--- src/hw/rtl/hsf_pkg.sv ---
// hampel spike filter shared package
// holds the window length default and width constants
`timescale 1ns / 1ps
package hsf_pkg;
	localparam int unsigned WindowLenDef = 7;
	localparam int unsigned SampleW      = 32;
	localparam int unsigned DevW         = 33;
	localparam int unsigned GainW        = 8;
	localparam int unsigned MinThrW      = 31;
	localparam int unsigned CfgIdxW      = 1;
	localparam int unsigned CfgDataW     = 31;
	localparam logic [CfgIdxW-1:0] RegMadGain = 1'd0;
	localparam logic [CfgIdxW-1:0] RegMinThr  = 1'd1;
	localparam logic [GainW-1:0]   MadGainRst = 8'd48;
	localparam logic [MinThrW-1:0] MinThrRst  = 31'd256;
endpackage

--- src/hw/rtl/hsf_window_mem.sv ---
// sample window memory, one write port and one registered read port
// depends on hsf_pkg
`timescale 1ns / 1ps
module hsf_window_mem #(
	parameter int unsigned WindowLen = hsf_pkg::WindowLenDef,
	parameter int unsigned AddrW     = $clog2(WindowLen)
) (
	input  logic                       clk,
	input  logic                       we,
	input  logic [AddrW-1:0]           waddr,
	input  logic [hsf_pkg::SampleW-1:0] wdata,
	input  logic [AddrW-1:0]           raddr,
	output logic [hsf_pkg::SampleW-1:0] rdata
);
	import hsf_pkg::*;
	logic [SampleW-1:0] mem [WindowLen];
	always_ff @(posedge clk) begin
		if (we) begin
			mem[waddr] <= wdata;
		end
		rdata <= mem[raddr];
	end
endmodule

--- src/hw/rtl/hampel_spike_filter.sv ---
// hampel spike filter: result in the cycle after a request while warming up; once the window
// is full, the time taken, plus any output stall, is set by which entry ranks as median and
// which deviation as mad: each median candidate sweeps the window memory, the deviation load
// reads every entry once, and each mad candidate compares against every stored deviation
// next request can be taken in the same cycle its result is taken, one request in flight
// async active-low reset clears write pointer, fill count and control, sets config to defaults
`timescale 1ns / 1ps
module hampel_spike_filter #(
	parameter int unsigned WindowLen = hsf_pkg::WindowLenDef
) (
	input  logic                          clk,
	input  logic                          arst_n,
	input  logic                          cfg_we,
	input  logic [hsf_pkg::CfgIdxW-1:0]   cfg_index,
	input  logic [hsf_pkg::CfgDataW-1:0]  cfg_data,
	input  logic                          in_valid,
	output logic                          in_stall,
	input  logic signed [hsf_pkg::SampleW-1:0] sample,
	output logic                          out_valid,
	input  logic                          out_stall,
	output logic signed [hsf_pkg::SampleW-1:0] filtered,
	output logic                          spike_replaced,
	output logic                          warming_up
);
	import hsf_pkg::*;
	localparam int unsigned AW = $clog2(WindowLen);
	localparam int unsigned CW = $clog2(WindowLen + 1);
	localparam logic [AW-1:0] LastPos = AW'(WindowLen - 1);
	localparam logic [CW-1:0] Full    = CW'(WindowLen);
	localparam logic [CW-1:0] Half    = CW'(WindowLen / 2);
	localparam logic [2:0] StIdle = 3'd0, StMed = 3'd1, StDev = 3'd2, StMad = 3'd3,
		StCmp = 3'd4, StOut = 3'd5;
	localparam logic [1:0] PhFetch = 2'd0, PhScan = 2'd1, PhWait = 2'd2;

	logic [2:0] state_q;
	logic [1:0] phase_q;
	logic [GainW-1:0] gain_q;
	logic [MinThrW-1:0] minthr_q;
	logic [AW-1:0] wpos_q, i_q, j_q, raddr, idx_s1;
	logic [CW-1:0] fill_q, less_q, leq_q;
	logic signed [SampleW-1:0] s_q, cand_q, med_q;
	logic [DevW-1:0] dev_q [WindowLen];
	logic [DevW-1:0] dcand_q, mad_q;
	logic cand_s1, scan_s1, last_s1, first_q;
	logic issue_cand, issue_scan;
	logic [SampleW-1:0] rdata;
	logic mem_we;
	logic accept;
	logic out_fire;

	assign accept = in_valid && !in_stall;
	assign in_stall = (state_q != StIdle) || (out_valid && out_stall);
	assign mem_we = accept;

	hsf_window_mem #(.WindowLen(WindowLen)) u_mem (
		.clk(clk), .we(mem_we), .waddr(wpos_q), .wdata(sample),
		.raddr(raddr), .rdata(rdata)
	);

	// candidate fetch reads entry i, rank and deviation sweeps read entry j
	assign issue_cand = (state_q == StMed) && (phase_q == PhFetch);
	assign issue_scan = ((state_q == StMed) || (state_q == StDev)) && (phase_q == PhScan);
	assign raddr = issue_cand ? i_q : j_q;

	// absolute deviation of a value from the median
	function automatic logic [DevW-1:0] absdev(input logic signed [SampleW-1:0] a,
		input logic signed [SampleW-1:0] b);
		logic signed [DevW-1:0] d;
		d = DevW'(a) - DevW'(b);
		return d[DevW-1] ? DevW'(-d) : DevW'(d);
	endfunction

	logic signed [SampleW-1:0] rs;
	logic [DevW-1:0] rdev, sdev;
	logic [DevW+4:0] lhs;
	logic [DevW+GainW-1:0] rhs;
	assign rs   = rdata;
	assign rdev = dev_q[j_q];
	assign sdev = absdev(s_q, med_q);
	assign lhs  = {sdev, 4'b0};
	assign rhs  = DevW'(mad_q) * (DevW+GainW)'(gain_q);

	assign out_fire = (state_q == StIdle && accept && fill_q < Full) ||
		(state_q == StOut && !(out_valid && out_stall));

	// read data tags: mark what the memory returns in the cycle after the address
	always_ff @(posedge clk or negedge arst_n) begin
		if (!arst_n) begin
			cand_s1 <= 1'b0; scan_s1 <= 1'b0; last_s1 <= 1'b0; idx_s1 <= '0;
		end else begin
			cand_s1 <= issue_cand;
			scan_s1 <= issue_scan;
			last_s1 <= issue_scan && (j_q == LastPos);
			idx_s1  <= j_q;
		end
	end

	always_ff @(posedge clk) begin
		if (state_q == StDev && scan_s1) dev_q[idx_s1] <= absdev(rs, med_q);
	end

	always_ff @(posedge clk or negedge arst_n) begin
		if (!arst_n) begin
			state_q <= StIdle; phase_q <= PhFetch; wpos_q <= '0; fill_q <= '0;
			gain_q <= MadGainRst; minthr_q <= MinThrRst; out_valid <= 1'b0;
			filtered <= '0; spike_replaced <= 1'b0; warming_up <= 1'b0;
			i_q <= '0; j_q <= '0; first_q <= 1'b0; less_q <= '0; leq_q <= '0;
			s_q <= '0; cand_q <= '0; med_q <= '0; dcand_q <= '0; mad_q <= '0;
		end else begin
			if (cfg_we) begin
				unique case (cfg_index)
					RegMadGain: gain_q   <= cfg_data[GainW-1:0];
					RegMinThr:  minthr_q <= cfg_data[MinThrW-1:0];
					default: ;
				endcase
			end
			if (out_fire) out_valid <= 1'b1;
			else if (out_valid && !out_stall) out_valid <= 1'b0;
			unique case (state_q)
				StIdle: begin
					if (accept) begin
						s_q <= sample;
						wpos_q <= (wpos_q == LastPos) ? '0 : wpos_q + 1'b1;
						if (fill_q < Full) begin
							fill_q <= fill_q + 1'b1;
							filtered <= sample; spike_replaced <= 1'b0;
							warming_up <= 1'b1;
						end else begin
							state_q <= StMed; phase_q <= PhFetch; i_q <= '0;
						end
					end
				end
				// candidate i is read first, then all j to count ranks
				StMed: begin
					if (phase_q == PhFetch) begin
						phase_q <= PhScan; j_q <= '0;
					end else if (phase_q == PhScan) begin
						if (j_q == LastPos) phase_q <= PhWait;
						else j_q <= j_q + 1'b1;
					end
					if (cand_s1) begin
						cand_q <= rs; less_q <= '0; leq_q <= '0;
					end else if (scan_s1) begin
						if (last_s1) begin
							if (less_q + CW'(rs < cand_q) <= Half &&
								leq_q + CW'(rs <= cand_q) > Half) begin
								med_q <= cand_q; state_q <= StDev; phase_q <= PhScan;
								j_q <= '0;
							end else begin
								i_q <= i_q + 1'b1; phase_q <= PhFetch;
							end
						end else begin
							less_q <= less_q + CW'(rs < cand_q);
							leq_q  <= leq_q + CW'(rs <= cand_q);
						end
					end
				end
				StDev: begin
					if (phase_q == PhScan) begin
						if (j_q == LastPos) phase_q <= PhWait;
						else j_q <= j_q + 1'b1;
					end
					if (last_s1) begin
						state_q <= StMad; i_q <= '0; j_q <= '0; first_q <= 1'b1;
					end
				end
				StMad: begin
					if (first_q) begin
						dcand_q <= dev_q[i_q]; first_q <= 1'b0; less_q <= '0; leq_q <= '0;
						j_q <= '0;
					end else begin
						less_q <= less_q + CW'(rdev < dcand_q);
						leq_q  <= leq_q + CW'(rdev <= dcand_q);
						if (j_q == LastPos) begin
							if (less_q + CW'(rdev < dcand_q) <= Half &&
								leq_q + CW'(rdev <= dcand_q) > Half) begin
								mad_q <= dcand_q; state_q <= StCmp;
							end else begin
								i_q <= i_q + 1'b1; first_q <= 1'b1;
							end
						end else j_q <= j_q + 1'b1;
					end
				end
				StCmp: state_q <= StOut;
				StOut: begin
					if (!(out_valid && out_stall)) begin
						if (sdev > DevW'(minthr_q) && (DevW+GainW)'(lhs) > rhs) begin
							filtered <= med_q; spike_replaced <= 1'b1;
						end else begin
							filtered <= s_q; spike_replaced <= 1'b0;
						end
						warming_up <= 1'b0; state_q <= StIdle;
					end
				end
				default: state_q <= StIdle;
			endcase
		end
	end

	a_warm_no_spike: assert property (@(posedge clk) disable iff (!arst_n)
		out_valid && warming_up |-> !spike_replaced) else $error("warm spike");
	a_busy_stall: assert property (@(posedge clk) disable iff (!arst_n)
		state_q != StIdle |-> in_stall) else $error("busy not stalled");
	a_fill_bound: assert property (@(posedge clk) disable iff (!arst_n)
		fill_q <= Full) else $error("fill overflow");
endmodule

--- config.mk ---
export PLATFORM = sky130hd
export DESIGN_NAME = hampel_spike_filter
export DESIGN_NICKNAME = d
export VERILOG_FILES = /design/src/hw/rtl/hsf_pkg.sv /design/src/hw/rtl/hsf_window_mem.sv /design/src/hw/rtl/hampel_spike_filter.sv
export SDC_FILE = /design/constraint.sdc
export NUM_CORES = 2
export LEC_CHECK = 0
export CORE_ASPECT_RATIO = 1.1
export CORE_MARGIN = 2
export CORE_UTILIZATION = 57
export CTS_CLUSTER_DIAMETER = 120
export DETAILED_ROUTE_END_ITERATION = 10
export DONT_BUFFER_PORTS = 1
export PLACE_DENSITY = 0.82
export REMOVE_ABC_BUFFERS = 1
export SYNTH_ARGS = -nofsm -noshare
export SYNTH_HDL_FRONTEND = slang
export SYNTH_SLANG_ARGS = --single-unit
--- constraint.sdc ---
create_clock -name clk -period 14.02 [get_ports clk]
set_input_delay 2.804 -clock clk [delete_from_list [all_inputs] [get_ports clk]]
set_output_delay 2.804 -clock clk [all_outputs]
set_load 0.05 [all_outputs]
-- Yosys cells after proc, flatten, opt, wreduce, memory -nomap -nowiden
Memories as Yosys holds them, arrays and structs flattened. A register that Yosys moved wholly into a read port is not among the register bits.
Index checks and enable logic that the tools add are counted.
W data, S select, Z words.
- register bits after elaboration: 233
- memory bits (writable): 455
- output and inout port bits: 36
- logic and storage cells: 202
- memories: 2
- add/subtract/negate cells: 12
- multipliers: 1
- $lt $le $gt $ge: 11
- eq/ne operators: 24
- mux-type cells: 82
- bitwise gates (word level): 3
- reductions and logical operators: 44
- memory list (memory ; depth ; bits a word ; read ports ; clocked after memory_dff ; wr ports ; RTL line ; text):
    dev_q ; 7 ; 33 ; 2 ; 1 ; 1 ; hampel_spike_filter.sv:42 ; logic [DevW-1:0] dev_q [WindowLen];
    u_mem.mem ; 7 ; 32 ; 1 ; 1 ; 1 ; hsf_window_mem.sv:16 ; logic [SampleW-1:0] mem [WindowLen];
- operators by type and width (operator ; count):
    $mux W32 ; 4
    $mux W3 ; 40
    $mux W33 ; 2
    $neg A33 Y33 ; 2
    $sub A32 B32 Y33 ; 2
    $pmux W32 S2 ; 1
    $gt A37 B41 Y1 ; 1
    $mul A33 B8 Y41 ; 1
    $gt A33 B31 Y1 ; 1
    $le A33 B33 Y1 ; 1
    $lt A33 B33 Y1 ; 1
    $le A32 B32 Y1 ; 1
    $lt A32 B32 Y1 ; 1
    $ne A2 B2 Y1 const B ; 12
    $reduce_and A11 Y1 ; 2
    $mux W1 ; 18
    $pmux W3 S6 ; 1
    $mux W2 ; 8
    $logic_and A1 B1 Y1 ; 13
    $add A3 B1 Y3 ; 4
    $add A3 B1 Y3 const B ; 4
    $eq A3 B3 Y1 const B ; 4
    $pmux W3 S2 ; 2
    $pmux W3 S4 ; 1
    other kinds (23) ; 50

-- Longest topological paths before layout
- depth in word-level cells: 9
- gate-level depth with buffers: 34

-- Cells and area by module
Synthesis repeated with hierarchy kept, for this count alone.
- cells, all modules: 4352
- area total of the unflattened synthesis: 48461.5 um2
- modules (own cells, without submodules) (module ; times used ; cells each ; area each (um2) ; seq. area each (um2)):
    hampel_spike_filter ; 1 ; 3861 ; 38617.0 ; 13596.8
    hsf_window_mem ; 1 ; 491 ; 9844.4 ; 7367.1

-- Worst setup path before layout
OpenSTA, ideal clock, no wires.
- kind: register to register
- start point: register gain_q[5]
- end point: register filtered[0] in the netlist's numbering
- setup time: 0.126 ns
- arrival: 7.939 ns
- data required time: 13.894 ns
- setup slack: 5.955 ns
- stages on the path, launching flop included: 31
- buffers on the path: 2
- period minus slack after synthesis: 8.065 ns
- cell sequence: dfstp_2 -> clkbuf_1 -> and2_1 -> fa_1 -> fa_1 -> fa_1 -> inv_1 -> fa_1 -> inv_1 -> ha_1 -> a211oi_1 -> o21ai_1 -> a221o_1 -> a211oi_1 -> o2111ai_1 -> a31oi_1 -> o21ai_0 -> a2111oi_0 -> o31ai_1 -> a21oi_1 -> xor2_1 -> ha_1 -> nand4_1 -> or4_1 -> nor3_1 -> a211oi_1 -> and4_1 -> o311a_1 -> and2_4 -> buf_12 -> a311o_1
- longest elaborated chain between the ends: 6
- ends and longest elaborated chain (what ; RTL line ; text):
    start: declaration ; hampel_spike_filter.sv:37 ; logic [GainW-1:0] gain_q;
    start signal: assignment ; hampel_spike_filter.sv:112 ; RegMadGain: gain_q <= cfg_data[GainW-1:0];
    $mul A33 B8 Y41 ; hampel_spike_filter.sv:81 ; assign rhs = DevW'(mad_q) * (DevW+GainW)'(gain_q);
    $gt A37 B41 Y1 ; hampel_spike_filter.sv:187 ; if (sdev > DevW'(minthr_q) && (DevW+GainW)'(lhs) > rhs) begin
    $logic_and A1 B1 Y1 ; hampel_spike_filter.sv:187 ;
    $mux W32 ; hampel_spike_filter.sv:187 ;
    $mux W32 ; hampel_spike_filter.sv:186 ; if (!(out_valid && out_stall)) begin
    $pmux W32 S2 ; hampel_spike_filter.sv:119 ; unique case (state_q)
    end signal: assignment ; hampel_spike_filter.sv:126 ; filtered <= sample; spike_replaced <= 1'b0;
    end signal: assignment ; hampel_spike_filter.sv:188 ; filtered <= med_q; spike_replaced <= 1'b1;
    end signal: assignment ; hampel_spike_filter.sv:190 ; filtered <= s_q; spike_replaced <= 1'b0;
    end: declaration ; hampel_spike_filter.sv:21 ; output logic signed [hsf_pkg::SampleW-1:0] filtered,
Every way passes these cells. The select of a mux whose other input is x is not followed.
A chain may end at the register's enable or synchronous reset.

-- Worst setup path in the final report
- start point: register gain_q[3]
- end point: register filtered[31] in the netlist's numbering
Same word-level chain as after synthesis.

==> results_dict.tcl <==
set metrics [dict create \
    synthXorXnorAreaFrac_pct 2.71 \
    ys_ff_latch 753 \
    syn_area_um2 47400 \
    root_buffer "clkbuf_16" \
    switching_share_pct 44.8 \
    areaGrowthSynthToFinish_pct 7.83 \
    grt_pass1_vias 34300 \
    synth_compound_area_share_pct 11.4 \
    cts_buffers 79 \
    yosysTopAreaCellShare_pct 28.8 \
    cts_tree "built" \
    timing.max_cap.violations 0 \
    critPathKind "flip-flop to flip-flop" \
    end_kind "flip-flop" \
    seq_power_share_pct 31.2 \
    grt_pass1_wl_mm 191 \
    design_area_um2 51100 \
    coreArea_um2 82000 \
    hold_viol_final 0 \
    cpMostUsedCell "fa_1" \
    drtAntennaViolNets 0 \
    worstRegToRegCells 28 \
    synth_top_family_by_area "adder cells" \
    max_slew_margin_pct 17.7 \
    synth-edff-count 455 \
    vias 33500 \
    hold_end "med_q[16]" \
    finalSetupTns_ps 0 \
    hp-class "flip-flop to flip-flop" \
    critPathRequiredTime_ps 14510 \
    drv_slew 0 \
    nNetsFinal 4715 \
    fin_crit_ps 10190 \
    drtPass1Iterations 6 \
    avgSynthCellArea_um2 11.1 \
    post-route-period-util_pct 72.7 \
    min_from "cand_q[16]" \
    critPathMaxFanout 34 \
    cts_hold_repair.buffers 0 \
    synth_cells 4271 \
    totalWireLength_mm 121 \
    synth_cell_types 94 \
    crit_start "gain_q[3]" \
    tightest_slew_ps 1230 \
    final_util_pct 62.3 \
    grt_remaining_overflow 0 \
    grt_usage_pct 28.6 \
    hpwl_mm 84.2 \
    setup_viol 0 \
    synthSimpleGateAreaFrac_pct 11.8 \
    synth-warning-count 0 \
    wl_per_cell_um 22.7 \
    r2r_start "gain_q[3]" \
    grt_max_degree 267 \
    powerDensity_nw_per_um2 237 \
    die_area_um2 85500 \
    synth_fa_ha_area_share_pct 15.0 \
    p_comb_share_pct 50.6 \
    skew_ps 31.3 \
    htreeDepth 3 \
    max_stage_delay_ps 1110 \
    start_util_pct 57.8 \
    drc 0 \
    ir_worst_vdd_mv 0.241 \
    drt_iter0_markers 2811 \
    timing.rr.end "filtered[31]" \
    outcome "finished clean" \
    layout_common_cells "nand2_1, edfxtp_1, inv_1" \
    yosysTopAreaCell "edfxtp_1" \
    n_fill_cell 6175 \
    post_dp_cell_area_um2 48300 \
    io_pins 105 \
    ys_seq_area_share_pct 44.2 \
    final_common_cell "nand2_1" \
    synthFlopType "edfxtp_1" \
    synth_mux_area_share_pct 10.1 \
    start_kind "flip-flop" \
    timing.reg2reg.setup_slack_ps 3830 \
    p_int_mw 6.68 \
    vias_per_cell 6.29 \
    die_w_um 279 \
    postCtsResizedCells 0 \
    async_flop_share_pct 35.3 \
    port_buffers 0 \
    cts_buffer_depth 3 \
    cts_sinks 753 \
    fp-row-count 110 \
    hold_depth 2 \
    synth_area_leaders "edfxtp_1, dfrtp_1, fa_1" \
    path_clk_slew_ps 60 \
    rsz0062_at_grt "false" \
    final_layout_size_suffix_gt1_share_pct 11.1 \
    post_cts_buffers 0 \
    critPathArrivalTime_ps 10680 \
    antenna_found_initial 0 \
    clkPwrFrac_pct 18.2 \
    crit_slowest_cell "dfrtp_1" \
    p_switching_mw 5.42 \
    max_freq_mhz 98.2 \
    die_h_um 306 \
    place.gp.congestion 0.946 \
    p_leak_nw 20.6 \
    clk_latency_ps 650 \
]
[cell families after synthesis]
| kind of cell | after synthesis |
|---|---|
| AOI/OAI and AO/OA | 834 |
| xor gates and xnor gates | 146 |
| adders and majority gates | 456 |
| buffers and inverters | 577 |
| DFF | 753 |
| muxes | 344 |
| and+or+nand+nor | 1161 |
[layout make-up]
class,instances,area [µm²],share of cell area (%)
Multi-Input combinational cell,2941,24300,47.6
Sequential cell,753,21000,41.0
Clock buffer,103,2270,4.45
Inverter,378,1420,2.78
Tap cell,1064,1330,2.61
Clock inverter,45,500,0.979
Timing Repair Buffer,37,278,0.544
Antenna cell,1,2.50,0.00490
[critical path, delay by kind of cell (launching register included)]
family          cells  cell delay [ps]
compound gates     13             3800
simple gates        5             1830
buf+inv             3              480
flops               1             1110
fa+ha+maj           6             2670
xor+xnor            1              100
[power by group through the flow]
stage | combinational (mW) | clock, mW | sequential, mW
detailed placement | 5.94 | 0 | 3.80
CTS | 6.02 | 2.23 | 3.77
global route | 6.70 | 2.31 | 3.82
floorplan | 4.33 | 0 | 3.67
global placement | 5.74 | 0 | 3.79
finish | 6.12 | 2.20 | 3.78
[per-layer routing]
metal | vias up | wire [µm] | global-route usage (%)
met5 | - | 0 | 0
met4 | 0 | 6070 | 13.7
met3 | 327 | 9440 | 5.39
met2 | 1454 | 59300 | 48.3
met1 | 16700 | 46000 | 35.5
li1 | 15000 | - | -
[Yosys cell counts, types with 12 or more instances]
cell type and n:
a211oi_1 19, a21o_1 66, a21oi_1 146, a22oi_1 37, a31oi_1 18, and2_1 182, buf_1 30, clkbuf_1 155
dfrtp_1 263, dfxtp_1 32, edfxtp_1 455, fa_1 188, ha_1 268, inv_1 377, mux2_2 106, mux2i_1 140
mux4_2 98, nand2_1 566, nand2b_1 29, nand3_1 35, nand4_1 76, nor2_1 121, nor2b_1 20, nor3_1 40
nor4_1 14, o211ai_1 13, o211ai_2 30, o21a_1 33, o21ai_0 315, o21ai_1 20, o21bai_1 22, o31ai_1 18
or3_1 12, xnor2_1 91, xor2_1 54
[worst max path at each step]
stage                    to  slack, ps  cells past startpoint
6_report       filtered[31]       3830                     28
5_1_grt        filtered[31]       3350                     28
4_1_cts        filtered[31]       4000                     28
3_5_place_dp   filtered[31]       4030                     28
3_3_place_gp   filtered[31]       4210                     28
2_1_floorplan      mad_q[0]       4490                     19
[stage by stage]
stage | setup slack (ps) | cells | hold slack [ps] | power, mW
floorplan | 4490 | 4072 | 437 | 7.99
global placement | 4210 | 5173 | 450 | 9.52
detailed placement | 4030 | 5173 | 457 | 9.74
CTS | 4000 | 5321 | 469 | 12.0
global route | 3350 | 5321 | 491 | 12.8
finish | 3830 | 5322 | 471 | 12.1
[sequential cells by signal, summed over array words and instances, names as in the netlist, 2 cells and up]
| signal | cells |
|---|---|
| idx_s1 | 3 |
| gain_q | 8 |
| state_q | 3 |
| j_q | 3 |
| less_q | 3 |
| u_mem.mem | 224 |
| leq_q | 3 |
| filtered | 32 |
| i_q | 3 |
| minthr_q | 31 |
| med_q | 32 |
| s_q | 32 |
| dcand_q | 33 |
| wpos_q | 3 |
| mad_q | 33 |
| u_mem.rdata | 32 |
| fill_q | 3 |
| dev_q | 231 |
| cand_q | 32 |
| phase_q | 2 |
Note: power is estimated with default switching activity, not from simulation.
